==> src/sv/lgst_pkg.sv <==
package lgst_pkg;

   localparam int PORTS      = 16;
   localparam int GROUPS     = 4;
   localparam int DELAY_BITS = 16;

   // Layout of the packed configuration registers.
   localparam int FIELD_BITS = 16;
   localparam int MIN_BITS   = 5;
   localparam int COUNT_BITS = $clog2(PORTS + 1);

   localparam int CSR_DATA_BITS  = 64;
   localparam int CSR_INDEX_BITS = 2;
   localparam int MIN_REG_BITS   = 20;
   localparam logic [MIN_REG_BITS-1:0] MIN_REG_RESET = 20'd33825;

   localparam int STATES_BITS = 8;
   localparam int FORCE_BITS  = 16;

   localparam logic CMD_REPORT = 1'b0;
   localparam logic CMD_TICK   = 1'b1;

   typedef enum logic [CSR_INDEX_BITS-1:0] {
      CSR_UPLINK   = 2'd0,
      CSR_DOWNLINK = 2'd1,
      CSR_MIN_UP   = 2'd2,
      CSR_DELAYS   = 2'd3
   } csr_index_type;

   typedef enum logic [1:0] {
      GS_DOWN    = 2'd0,
      GS_PENDING = 2'd1,
      GS_UP      = 2'd2
   } gstate_type;

   typedef struct packed {
      logic       cmd;
      logic [3:0] port_index;
      logic       port_up;
   } req_type;

   typedef struct packed {
      logic [STATES_BITS-1:0] group_states;
      logic [FORCE_BITS-1:0]  force_down_mask;
   } rsp_type;

   typedef struct packed {
      logic [CSR_DATA_BITS-1:0] uplink;
      logic [CSR_DATA_BITS-1:0] downlink;
      logic [MIN_REG_BITS-1:0]  min_up;
      logic [CSR_DATA_BITS-1:0] delays;
   } cfg_type;

   function automatic logic [COUNT_BITS-1:0] popcount(input logic [PORTS-1:0] v);
      logic [COUNT_BITS-1:0] n;
      n = '0;
      for (int i = 0; i < PORTS; i++) begin
         n = n + COUNT_BITS'(v[i]);
      end
      return n;
   endfunction

endpackage

==> src/sv/lgst_csr.sv <==
module lgst_csr (
   input  logic                                 clock,
   input  logic                                 reset,
   input  logic                                 csr_write_en,
   input  logic [lgst_pkg::CSR_INDEX_BITS-1:0]  csr_index,
   input  logic [lgst_pkg::CSR_DATA_BITS-1:0]   csr_wdata,
   output lgst_pkg::cfg_type                    cfg
);

   lgst_pkg::cfg_type cfg_ff;
   lgst_pkg::cfg_type cfg_in;

   always_comb begin
      cfg_in = cfg_ff;
      if (csr_write_en) begin
         unique case (lgst_pkg::csr_index_type'(csr_index))
            lgst_pkg::CSR_UPLINK:   cfg_in.uplink   = csr_wdata;
            lgst_pkg::CSR_DOWNLINK: cfg_in.downlink = csr_wdata;
            lgst_pkg::CSR_MIN_UP:   cfg_in.min_up   = csr_wdata[lgst_pkg::MIN_REG_BITS-1:0];
            lgst_pkg::CSR_DELAYS:   cfg_in.delays   = csr_wdata;
         endcase
      end
   end

   always_ff @(posedge clock) begin
      if (reset) begin
         cfg_ff.uplink   <= '0;
         cfg_ff.downlink <= '0;
         cfg_ff.min_up   <= lgst_pkg::MIN_REG_RESET;
         cfg_ff.delays   <= '0;
      end else begin
         cfg_ff <= cfg_in;
      end
   end

   assign cfg = cfg_ff;

endmodule

==> src/sv/lgst_core.sv <==
module lgst_core (
   input  logic              clock,
   input  logic              reset,
   input  logic              advance,
   input  lgst_pkg::req_type req,
   input  lgst_pkg::cfg_type cfg,
   output lgst_pkg::rsp_type rsp
);

   logic [lgst_pkg::PORTS-1:0]      ports_ff;
   logic [lgst_pkg::PORTS-1:0]      ports_in;
   lgst_pkg::gstate_type            state_ff [lgst_pkg::GROUPS];
   lgst_pkg::gstate_type            state_in [lgst_pkg::GROUPS];
   logic [lgst_pkg::DELAY_BITS-1:0] cnt_ff   [lgst_pkg::GROUPS];
   logic [lgst_pkg::DELAY_BITS-1:0] cnt_in   [lgst_pkg::GROUPS];

   // Port status update; an index beyond the port count matches no bit.
   always_comb begin
      ports_in = ports_ff;
      if (req.cmd == lgst_pkg::CMD_REPORT) begin
         for (int p = 0; p < lgst_pkg::PORTS; p++) begin
            if (req.port_index == 4'(p)) begin
               ports_in[p] = req.port_up;
            end
         end
      end
   end

   always_comb begin
      logic [lgst_pkg::PORTS-1:0]      ups;
      logic [lgst_pkg::MIN_BITS-1:0]   need;
      logic [lgst_pkg::DELAY_BITS-1:0] dly;
      logic                            ok;
      lgst_pkg::gstate_type            st;
      logic [lgst_pkg::DELAY_BITS-1:0] cnt;
      rsp.group_states    = '0;
      rsp.force_down_mask = '0;
      for (int g = 0; g < lgst_pkg::GROUPS; g++) begin
         ups  = cfg.uplink[lgst_pkg::FIELD_BITS*g +: lgst_pkg::PORTS] & ports_in;
         need = cfg.min_up[lgst_pkg::MIN_BITS*g +: lgst_pkg::MIN_BITS];
         dly  = cfg.delays[lgst_pkg::FIELD_BITS*g +: lgst_pkg::DELAY_BITS];
         ok   = {{(lgst_pkg::MIN_BITS+1-lgst_pkg::COUNT_BITS){1'b0}},
                 lgst_pkg::popcount(ups)} >= {1'b0, need};
         st   = state_ff[g];
         cnt  = cnt_ff[g];
         // A tick runs the delay down first; expiry rechecks the uplink count.
         if (req.cmd == lgst_pkg::CMD_TICK && st == lgst_pkg::GS_PENDING) begin
            if (cnt != '0) begin
               cnt = cnt - 1'b1;
            end
            if (cnt == '0) begin
               st = ok ? lgst_pkg::GS_UP : lgst_pkg::GS_DOWN;
            end
         end
         if (ok && st == lgst_pkg::GS_DOWN) begin
            if (dly != '0) begin
               st  = lgst_pkg::GS_PENDING;
               cnt = dly;
            end else begin
               st = lgst_pkg::GS_UP;
            end
         end else if (!ok && st != lgst_pkg::GS_DOWN) begin
            st  = lgst_pkg::GS_DOWN;
            cnt = '0;
         end
         state_in[g] = st;
         cnt_in[g]   = cnt;
         rsp.group_states[2*g +: 2] = st;
         if (st != lgst_pkg::GS_UP) begin
            rsp.force_down_mask[lgst_pkg::PORTS-1:0] =
               rsp.force_down_mask[lgst_pkg::PORTS-1:0] |
               cfg.downlink[lgst_pkg::FIELD_BITS*g +: lgst_pkg::PORTS];
         end
      end
   end

   always_ff @(posedge clock) begin
      if (reset) begin
         ports_ff <= '0;
         for (int g = 0; g < lgst_pkg::GROUPS; g++) begin
            state_ff[g] <= lgst_pkg::GS_DOWN;
            cnt_ff[g]   <= '0;
         end
      end else if (advance) begin
         ports_ff <= ports_in;
         for (int g = 0; g < lgst_pkg::GROUPS; g++) begin
            state_ff[g] <= state_in[g];
            cnt_ff[g]   <= cnt_in[g];
         end
      end
   end

endmodule

==> src/sv/link_group_state_tracker.sv <==
// Link group state tracker.
// Requests arrive on the req_ channel (valid/ready): each is either a port
// status report or one link-up delay tick. Every request yields exactly one
// response on the rsp_ channel carrying all group states and the mask of
// downlink ports that must be held down.
// A request is captured in an input register; once the response register is
// free the group evaluation runs and its result, together with the updated
// port and group state, is written into the response register. One request
// is taken per cycle sustained while the receiver keeps rsp_ready high; a
// single evaluation pass lies between the two registers.
// While rsp_valid is held by a stalled receiver, one further request can
// wait in the input register; req_ready drops only when both are full.
// Configuration registers are written through the csr_ port and apply from
// the next request evaluated. Synchronous reset clears all ports and groups
// to down, the delay counters to zero and the minimum to one uplink per group.
module link_group_state_tracker (
   input  logic                                clock,
   input  logic                                reset,
   input  logic                                req_valid,
   output logic                                req_ready,
   input  lgst_pkg::req_type                   req_data,
   output logic                                rsp_valid,
   input  logic                                rsp_ready,
   output lgst_pkg::rsp_type                   rsp_data,
   input  logic                                csr_write_en,
   input  logic [lgst_pkg::CSR_INDEX_BITS-1:0] csr_index,
   input  logic [lgst_pkg::CSR_DATA_BITS-1:0]  csr_wdata
);

   logic              in_valid_ff;
   logic              in_valid_in;
   lgst_pkg::req_type in_data_ff;
   logic              rsp_valid_ff;
   logic              rsp_valid_in;
   lgst_pkg::rsp_type rsp_data_ff;
   lgst_pkg::rsp_type rsp_next;
   lgst_pkg::cfg_type cfg;
   logic              out_free;
   logic              advance;

   assign out_free     = !rsp_valid_ff || rsp_ready;
   assign advance      = in_valid_ff && out_free;
   assign req_ready    = !in_valid_ff || advance;
   assign in_valid_in  = (req_valid && req_ready) || (in_valid_ff && !advance);
   assign rsp_valid_in = advance || (rsp_valid_ff && !rsp_ready);

   lgst_csr u_csr (
      .clock        (clock),
      .reset        (reset),
      .csr_write_en (csr_write_en),
      .csr_index    (csr_index),
      .csr_wdata    (csr_wdata),
      .cfg          (cfg)
   );

   lgst_core u_core (
      .clock   (clock),
      .reset   (reset),
      .advance (advance),
      .req     (in_data_ff),
      .cfg     (cfg),
      .rsp     (rsp_next)
   );

   always_ff @(posedge clock) begin
      if (reset) begin
         in_valid_ff  <= 1'b0;
         rsp_valid_ff <= 1'b0;
      end else begin
         in_valid_ff  <= in_valid_in;
         rsp_valid_ff <= rsp_valid_in;
      end
   end

   always_ff @(posedge clock) begin
      if (req_valid && req_ready) begin
         in_data_ff <= req_data;
      end
      if (advance) begin
         rsp_data_ff <= rsp_next;
      end
   end

   assign rsp_valid = rsp_valid_ff;
   assign rsp_data  = rsp_data_ff;

endmodule

==> config.mk <==
export PLATFORM = sky130hd
export DESIGN_NAME = link_group_state_tracker
export DESIGN_NICKNAME = d
export VERILOG_FILES = /design/src/sv/lgst_pkg.sv /design/src/sv/lgst_csr.sv /design/src/sv/lgst_core.sv /design/src/sv/link_group_state_tracker.sv
export SDC_FILE = /design/constraint.sdc
export NUM_CORES = 1
export LEC_CHECK = 0
export BUFFER_PORTS_ARGS = -buffer_cell sky130_fd_sc_hd__buf_2
export CORE_UTILIZATION = 55
export CTS_CLUSTER_DIAMETER = 60
export DETAILED_ROUTE_END_ITERATION = 10
export PLACE_DENSITY = 0.76
export SYNTH_ARGS = -nofsm -noshare
export SYNTH_HDL_FRONTEND = slang
export SYNTH_HIERARCHICAL = 1
export SYNTH_SLANG_ARGS = --single-unit
==> constraint.sdc <==
create_clock -name clock -period 5.95 [get_ports clock]
set_clock_uncertainty 0.2 [all_clocks]
set_input_delay 1.785 -clock clock [delete_from_list [all_inputs] [get_ports clock]]
set_output_delay 1.785 -clock clock [all_outputs]
set_load 0.005 [all_outputs]
==> qor.log, run 1 <==
INFO  run_status     status=finished with violations
INFO  run_status     violations=DRC, setup timing
INFO  power_and_ir_drop power=0.005419W
INFO  timing         post-route-min-period=6570ps
INFO  clocking       tritoncts.num_buffers=35
INFO  finish         nets=2215
INFO  power_and_ir_drop p_per_area=244.8nW/µm²
INFO  grt            global_route.usage.total=30.57%
INFO  timing         fmaxAchievable=152.2MHz
INFO  power_and_ir_drop vdd_drop_max=0.2341mV
INFO  grt            first_global_vias=14320
INFO  timing         fin_crit_sh=110.4%
INFO  clocking       cts_tree=yes
INFO  synth          largest_family_of_logic_cells_by_synthesized_area=simple AND/OR/NAND/NOR gates
INFO  clocking       cts.sink_count=332
INFO  synth          synth_warnings=6
INFO  synth          postSynthNetCount=2073
INFO  clocking       clk_path_buf_depth=3
INFO  timing         number_of_pins_exceeding_their_max_slew_limit_in_the_final_report=0
INFO  synth          yosysMostFrequentCell=nand2b_1
INFO  critical_path  crit_path_max_fanout=8
INFO  worst_hold_path whs_path_depth=2
INFO  critical_path  critical-path-slowest-cell=fa_1
INFO  timing         tightestPinTransition=1173ps
INFO  detailed_routing drt-initial-drc-count=1311
INFO  synth          synthAdderAreaFrac=7.235%
INFO  finish         layout-drive-gt1-share=21.54%
INFO  synth          post_synth_and_or_nand_nor_area_fraction=23.29%
INFO  synth          yosys-mux-area-fraction=12.74%
INFO  synth          syn-instance-count=1912
INFO  grt            grt_first_pass_wirelength=80010µm
INFO  finish         layout.core_utilization=66.18%
INFO  die            fp.dieH=186.3µm
INFO  critical_path  reg2reg_slack=-620ps
INFO  critical_path  timing_worst_setup_path_type=flop to flop
INFO  detailed_routing dr.max_layer_used=met4
INFO  critical_path  worst_ep_required_time=6030ps
INFO  die            fp-row-count=67
INFO  critical_path  r2r.worst_path.cells=22
INFO  detailed_routing drt-vias-per-instance=5.872
INFO  worst_hold_path min-delay-start=u_core/ports_ff[1]
INFO  synth          synthXorXnorAreaFrac=2.720%
INFO  grt            grt_start_max_net_pins=161
INFO  finish         finish.cell_count_without_fillers=2528
INFO  placement      port_buffers=102
INFO  timing         unrepaired_setup_endpoints_after_global_routing=yes
INFO  die            core=33450µm²
INFO  die            ioPinCount=103
INFO  timing         postLayoutSetupSlackWorst=-620.0ps
INFO  clocking       cts.reportedPaths.clkPinSlew=60ps
INFO  timing         tns=-33060ps
INFO  placement      placedCellCount=2434
INFO  synth          post_synth.cell_area_avg=9.769µm²
INFO  detailed_routing route.layer.met1.wl=23590µm
INFO  die            die_area=34700µm²
INFO  finish         multi_input_area=11010µm²
INFO  flow_run       maxCapViolations=0
INFO  placement      gpl.final_weighted_congestion=0.9352
INFO  detailed_routing wl_per_cell=21.27µm
INFO  critical_path  timing.critical_path.slowest_cell_delay=520ps
INFO  synth          ys_seq_elements=332
INFO  clocking       root_buffer=clkbuf_16
INFO  synth          yosys.cell_types.count=79
INFO  die            initial_core_util=55.84%
INFO  synth          synthDominantCellAreaShare=24.65%
INFO  detailed_routing routed-wl-met2=24230µm
INFO  synth          netlist_top_cells_area=dfxtp_1, edfxtp_1, mux2i_1, nand2b_1, fa_1
INFO  synth          async_reset_ff_share=0%
INFO  synth          netlist.top_cell.by_area=dfxtp_1
INFO  critical_path  worst_ep_arrival_time=6650ps
INFO  finish         fillerInstances=2583
INFO  critical_path  startpoint_type=flop
INFO  detailed_routing wirelength=53770µm
INFO  placement      place_ws=-474.5ps
INFO  grt            grt_antenna_before_repair=1
INFO  detailed_routing initial_drt_pass_iterations=10
INFO  detailed_routing routed-via-count=14845
INFO  finish         layout.area.seq=7667µm²
INFO  synth          synth_top_cells_by_count=nand2b_1, mux2i_1, dfxtp_1
INFO  synth          synth-edff-count=102
INFO  worst_hold_path min_to=u_core/ports_ff[1]
INFO  clocking       cts.htree.levels=2
INFO  detailed_routing drt_drc_violations_left=2
INFO  power_and_ir_drop power.leakage=9.205nW
INFO  clocking       clk-insertion-delay-late=530ps
INFO  critical_path  r2r-end=rsp_data[5]
INFO  placement      hpwlAfterDp=38160µm
INFO  worst_hold_path hold_path_class=flop to flop
INFO  timing         number_of_setup_violations_in_the_final_report=94
INFO  synth          synth_sequential_area_ratio=41.05%
INFO  finish         area.growth.synth_to_final=18.52%
INFO  die            die_w=186.3µm
INFO  critical_path  critical_path.reg2reg.startpoint=in_data_ff[5]
INFO  finish         diodes=0
INFO  timing         timing_hold_violations_final=0
INFO  synth          synth_compound_gate_area_share=8.508%
INFO  timing         slew-limit-headroom=21.56%
INFO  detailed_routing route.met3.wl=3990µm
INFO  critical_path  crit_path_cell_trace=nand3b_1, nor2b_2, mux2i_2, nor2b_2, fa_1, fa_1, inv_2, fa_1, fa_1, inv_2, ha_4, fa_2, xor2_1, ha_1, nor2_1, o31a_1, buf_4, nor2_4, o21ai_4, a222oi_1, buf_4, o21ai_4
INFO  critical_path  most_frequent_cell_on_the_critical_path=fa_1
INFO  synth          synth_area=18680µm²
INFO  detailed_routing final_antenna_net_count=0
INFO  synth          synth_flop_type=dfxtp_1
INFO  critical_path  crit_end_element=flop
INFO  grt            grt_residual_overflow=0
## cell usage in the layout, fill, tap and decap left out, types with 9 or more instances in the layout
master and n:
nor2_1 88, mux2i_1 226, buf_6 28, buf_2 101, nand4_1 14, a21o_1 12, clkbuf_16 37, a222oi_1 16
nand3_1 16, a22oi_2 14, edfxtp_1 102, o21ai_1 18, nor2b_1 44, nand2_1 91, fa_1 36, clkbuf_1 11
ha_1 38, or3_1 11, a21oi_2 24, nor3_1 43, inv_1 87, xor2_1 28, a21oi_1 34, and3_1 11
o21ai_0 26, dfxtp_1 230, xnor2_1 30, buf_4 67, nor2_2 11, nor4_1 29, and2_1 10, nand2b_1 295
nand2_2 9, o21ai_2 22
## how the worst max path moves through the flow
stage | startpoint | to | depth (start not counted)
floorplan | in_data_ff[5] | u_core/cnt_ff[0][12] | 24
global placement | in_data_ff[5] | rsp_data[5] | 20
detailed placement | in_data_ff[5] | rsp_data[5] | 22
CTS | in_data_ff[5] | rsp_data[5] | 21
global route | in_data_ff[5] | rsp_data[5] | 22
finish | in_data_ff[5] | rsp_data[5] | 22
## routing by layer
| layer | up-vias | track usage (%) |
|---|---|---|
| met1 | 7235 | 43.17 |
| met5 | - | 0 |
| met4 | 0 | 11.64 |
| li1 | 6953 | - |
| met3 | 113 | 4.245 |
| met2 | 544 | 47.58 |
## sequential cells by signal (all words and copies together) (netlist names)
| name | cells |
|---|---|
| in_data_ff | 6 |
| in_valid_ff | 1 |
| rsp_data | 24 |
| rsp_valid | 1 |
| u_core/cnt_ff | 64 |
| u_core/ports_ff | 16 |
| u_core/state_ff | 8 |
| u_csr/cfg | 212 |
## worst max-delay path: cells and delay by family (launching register included)
| family | cells | cell delay, ps |
|---|---|---|
| AOI/OAI and AO/OA | 4 | 1030 |
| xor gates and xnor gates | 1 | 190 |
| adders and majority gates | 7 | 2850 |
| buffers and inverters | 4 | 480 |
| DFF | 1 | 500 |
| muxes | 1 | 310 |
| and+or+nand+nor | 5 | 750 |
## area by class of cell
| class | instances | area share [%] |
|---|---|---|
| multi-input combinational | 1390 | 49.72 |
| timing repair buffer | 202 | 6.478 |
| inverter | 93 | 1.577 |
| clock buffer | 55 | 4.776 |
| clock inverter | 8 | 0.2826 |
| sequential | 332 | 34.64 |
| tap | 448 | 2.532 |
## repair_timing
action	CTS	global route
cloned	3	2
setup endpoints to repair	91	95
resized for setup	115	127
hold buffers	0	0
endpoints found under the hold margin	0	0
pin swaps	47	48
setup buffers	13	19
## cells by family (layout without fill, tap and decap cells)
family | after synthesis | in the layout
AND/OR/NAND/NOR | 766 | 767
flip-flops | 332 | 332
XOR/XNOR | 58 | 58
adder cells (fa/ha/maj) | 84 | 84
multiplexers | 237 | 237
AO/OA/AOI/OAI | 244 | 244
buffers and inverters | 191 | 358
## report_power, final
group	leakage [nW]	switching (W)	internal, W	total (W)
sequential	2.93	0.000105	0.00244	0.00254
clock	0.549	0.000915	0.00123	0.00215
combinational	5.73	0.000422	0.000307	0.000729
total	9.20	0.00144	0.00398	0.00542
## through the flow
step / area [µm²] / hold slack [ps]
after floorplan: 18800 / 224.4
after global placement: 19940 / 236.9
after detailed placement: 19940 / 245.2
after CTS: 21520 / 259.6
after global routing: 22140 / 290.1
final: 22140 / 259.0
No activity file was read; power rests on OpenSTA's default activity.
==> run 2, diff against run 1 <==
--- a/config.mk
+++ b/config.mk
@@ -9,7 +9,8 @@
 export CORE_UTILIZATION = 55
 export CTS_CLUSTER_DIAMETER = 60
 export DETAILED_ROUTE_END_ITERATION = 10
-export PLACE_DENSITY = 0.76
+export PLACE_DENSITY = 0.73
+export RECOVER_POWER = 25
 export SYNTH_ARGS = -nofsm -noshare
 export SYNTH_HDL_FRONTEND = slang
 export SYNTH_HIERARCHICAL = 1
==> constraint.sdc (replaced) <==
create_clock -name clock -period 6.2 [get_ports clock]
set_clock_uncertainty 0.2 [all_clocks]
set_input_delay 1.86 -clock clock [delete_from_list [all_inputs] [get_ports clock]]
set_output_delay 1.86 -clock clock [all_outputs]
set_load 0.005 [all_outputs]
==> run 2 against run 1 <==
Cell count is the same. The run ends with capacitance limit, slew limit, setup timing left. Global-route usage shrank 0.32 points. Highest routed layer unchanged. Critical path depth is the same. Clock power grew 6%.
==> qor.log, run 2 (synthesized netlist as in run 1, its figures left out) <==
INFO  grt            grt_antenna_before_repair=0 [-1]
INFO  detailed_routing drt-initial-drc-count=1186 [-9.5%]
INFO  clocking       clk-insertion-delay-late=530ps [about the same]
INFO  timing         tightestPinTransition=2675ps [+1502 ps]
INFO  finish         nets=2211 [-0.18%]
INFO  critical_path  path_depth=22 [unchanged]
INFO  timing         number_of_pins_exceeding_their_max_slew_limit_in_the_final_report=178 [+178]
INFO  finish         multi_input_area=10910µm² [-0.89%]
INFO  clocking       cts.sink_count=332 [unchanged]
INFO  power_and_ir_drop internal-power=0.003975W [about the same]
INFO  timing         timing_hold_violations_final=0 [unchanged]
INFO  clocking       tritoncts.num_buffers=39 [+11%]
INFO  timing         fmaxAchievable=152.8MHz [+0.39%]
INFO  clocking       cts.htree.levels=2 [unchanged]
INFO  power_and_ir_drop share_clk_of_total_power=42.3% [+2.7 points]
INFO  timing         post-route-min-period=6545ps [-25.36 ps]
INFO  critical_path  timing.critical_path.slowest_cell_delay=510ps [about the same]
INFO  finish         layout.area.seq=7667µm² [unchanged]
INFO  finish         fillerInstances=2563 [-0.77%]
INFO  finish         layout.cells.most_common=nand2b_1
INFO  die            die_w=186.3µm [unchanged]
INFO  die            initial_core_util=55.84% [unchanged]
INFO  die            fp-row-count=67 [unchanged]
INFO  critical_path  reg2reg_slack=-340ps [+280 ps]
INFO  critical_path  crit_path_cell_trace=nand3b_1, nor2b_1, mux2i_1, buf_4, nor2b_2, fa_1, fa_1, inv_1, fa_1, fa_1, inv_1, ha_2, fa_2, xor2_1, ha_1, nor2_1, o31a_1, nor2_2, o21ai_4, buf_12, a222oi_1, o21ai_1
INFO  timing         unrepaired_setup_endpoints_after_global_routing=yes
INFO  grt            grt.busiest_layer=met2
INFO  timing         number_of_setup_violations_in_the_final_report=76 [-19%]
INFO  critical_path  r2r.worst_path.cells=22 [unchanged]
INFO  power_and_ir_drop power_switching_share=26.10% [-0.53 points]
INFO  critical_path  cp.buffers_inverters=4 [unchanged]
INFO  placement      port_buffers=102 [unchanged]
INFO  worst_hold_path whs_path_depth=2 [unchanged]
INFO  power_and_ir_drop vdd_drop_max=0.1735mV [-26%]
INFO  critical_path  crit_end_element=flop
INFO  critical_path  critical_path.reg2reg.startpoint=in_data_ff[5]
INFO  detailed_routing drt-vias-per-instance=5.873 [about the same]
INFO  clocking       cts-hold-fix-buffers=0 [unchanged]
INFO  timing         postLayoutSetupSlackWorst=-344.6ps [+275.4 ps]
INFO  critical_path  worst_setup_path_startpoint=in_data_ff[5]
INFO  placement      placedInstanceArea=19860µm² [-0.43%]
INFO  critical_path  endpoint=rsp_data[10]
INFO  critical_path  r2r-end=rsp_data[10]
INFO  grt            grt_start_max_net_pins=112 [-30%]
INFO  detailed_routing wirelength=53520µm [-0.47%]
INFO  timing         fin_crit_sh=105.6% [-4.9 points]
INFO  placement      place_ws=-261.8ps [+212.6 ps]
INFO  finish         finish.instance_area=22170µm² [+0.15%]
INFO  power_and_ir_drop power=0.005380W [-0.72%]
INFO  critical_path  most_frequent_cell_on_the_critical_path=fa_1
INFO  die            core=33450µm² [unchanged]
INFO  power_and_ir_drop power.leakage=9.166nW [-0.43%]
INFO  finish         diodes=0 [unchanged]
INFO  finish         area.growth.synth_to_final=18.70%
INFO  critical_path  timing_worst_setup_path_type=flop to flop
INFO  grt            fraction_of_met2_tracks_used_by_global_routing=48.06% [+0.48 points]
INFO  critical_path  critical-path-slowest-cell=edfxtp_1
INFO  critical_path  crit_path_max_fanout=8 [unchanged]
INFO  finish         layout-drive-gt1-share=20.10% [-1.4 points]
INFO  detailed_routing wl_per_cell=21.17µm [-0.47%]
INFO  grt            first_global_vias=14223 [-0.68%]
INFO  worst_hold_path hold_path_class=flop to flop
INFO  grt            groute.layer.met3.usage=6.016% [+1.8 points]
INFO  grt            grt_residual_overflow=0 [unchanged]
INFO  detailed_routing routed-via-count=14846 [+0.0067%]
INFO  clocking       cts.reportedPaths.clkPinSlew=60ps [about the same]
INFO  flow_run       maxCapViolations=2 [+2]
INFO  power_and_ir_drop sequential_power_share=45.4% [-1.5 points]
INFO  critical_path  worst_ep_required_time=6260ps [+230 ps]
INFO  placement      hpwlAfterDp=37120µm [-2.7%]
INFO  critical_path  startpoint_type=flop
INFO  power_and_ir_drop total_switching_power=0.001404W [-2.7%]
INFO  placement      gpl.final_weighted_congestion=0.9204 [-1.6%]
INFO  run_status     violations=capacitance limit, slew limit, setup timing
INFO  clocking       root_buffer=clkbuf_16
INFO  grt            grt_first_pass_wirelength=79920µm [-0.12%]
INFO  die            ioPinCount=103 [unchanged]
INFO  detailed_routing initial_drt_pass_iterations=6 [-4]
INFO  clocking       clk_path_buf_depth=3 [unchanged]
INFO  finish         commonest_non_fill_non_tap_cells_in_the_layout=nand2b_1, dfxtp_1, mux2i_1
INFO  detailed_routing drt_drc_violations_left=0 [-2]
INFO  detailed_routing final_antenna_net_count=0 [unchanged]
INFO  grt            grtUsageMet1=40.57% [-2.6 points]
INFO  grt            global_route.usage.total=30.25% [-0.32 points]
INFO  die            die_area=34700µm² [unchanged]
INFO  finish         largest_reg_flops=212 [unchanged]
INFO  run_status     status=finished with violations
INFO  timing         slew-limit-headroom=-78.34% [-100 points]
INFO  critical_path  worst_ep_arrival_time=6600ps [-50 ps]
INFO  clocking       cts_tree=yes
INFO  critical_path  crit_family=adder cells
INFO  finish         layout.core_utilization=66.28% [+0.10 points]
INFO  power_and_ir_drop p_per_area=242.6nW/µm² [-0.88%]
INFO  die            fp.dieH=186.3µm [unchanged]
INFO  power_and_ir_drop comb_power_share=12.3% [-1.2 points]
==> run 2: how the worst min path moves through the flow <==
stage | endpoint | slack (ps) | startpoint
after floorplan | u_core/ports_ff[12] | 220 | u_core/ports_ff[12]
after global placement | u_core/ports_ff[3] | 230 | u_core/ports_ff[3]
after detailed placement | u_core/ports_ff[9] | 240 | u_core/ports_ff[9]
after CTS | u_core/ports_ff[9] | 250 | u_core/ports_ff[9]
after global routing | u_csr/cfg[198] | 290 | u_csr/cfg[198]
final | u_core/ports_ff[9] | 260 | u_core/ports_ff[9]
==> run 2: worst reg2reg max path: stages, from the launching register on <==
cell      delay (ps)
edfxtp_1         510
nand3b_1         280
nor2b_1          230
mux2i_1          330
buf_4            170
nor2b_2           40
fa_1             470
fa_1             500
inv_1             60
fa_1             480
fa_1             490
inv_1             40
ha_2             170
fa_2             360
xor2_1           170
ha_1             280
nor2_1            40
o31a_1           320
nor2_2           220
o21ai_4          110
buf_12           170
a222oi_1         510
o21ai_1          120
==> run 2: area by class of cell <==
cell class / count / area share, %
Clock buffer: 61 / 5.429
Inverter: 93 / 1.575
Sequential cell: 332 / 34.58
Timing Repair Buffer: 194 / 6.276
Multi-Input combinational cell: 1390 / 49.20
Clock inverter: 10 / 0.4063
Tap cell: 448 / 2.528
==> run 2: power groups by stage <==
stage                     Combinational (W)  Clock, W  Sequential [W]
after global routing               0.000711   0.00239         0.00245
after detailed placement           0.000574         0         0.00248
final                              0.000662   0.00227         0.00244
after floorplan                    0.000406         0         0.00244
after CTS                          0.000602   0.00230         0.00244
after global placement             0.000566         0         0.00248
==> run 2: what timing repair did <==
action                                  in CTS  in global routing
endpoints found under the setup margin      77                 88
pin swaps                                   30                 53
resized for setup                           55                165
gates cloned                                 3                  2
setup buffers                               13                 11
==> run 2: layer usage <==
layer  routed length [µm]  vias up  share of wire, %
met5                    0        -                 0
met4                 2007        0               3.8
met3                 3877      107               7.2
met2                24620      579                46
li1                     -     6947                 -
met1                23020     7213                43
==> run 2: through the flow <==
stage               std cells  hold slack, ps  setup TNS (ps)
floorplan                1912           224.4               0
global placement         2429           234.7          -994.7
detailed placement       2429           241.7           -5886
CTS                      2516           254.6          -377.9
global route             2528           289.7          -31680
finish                   2528           256.4          -12260
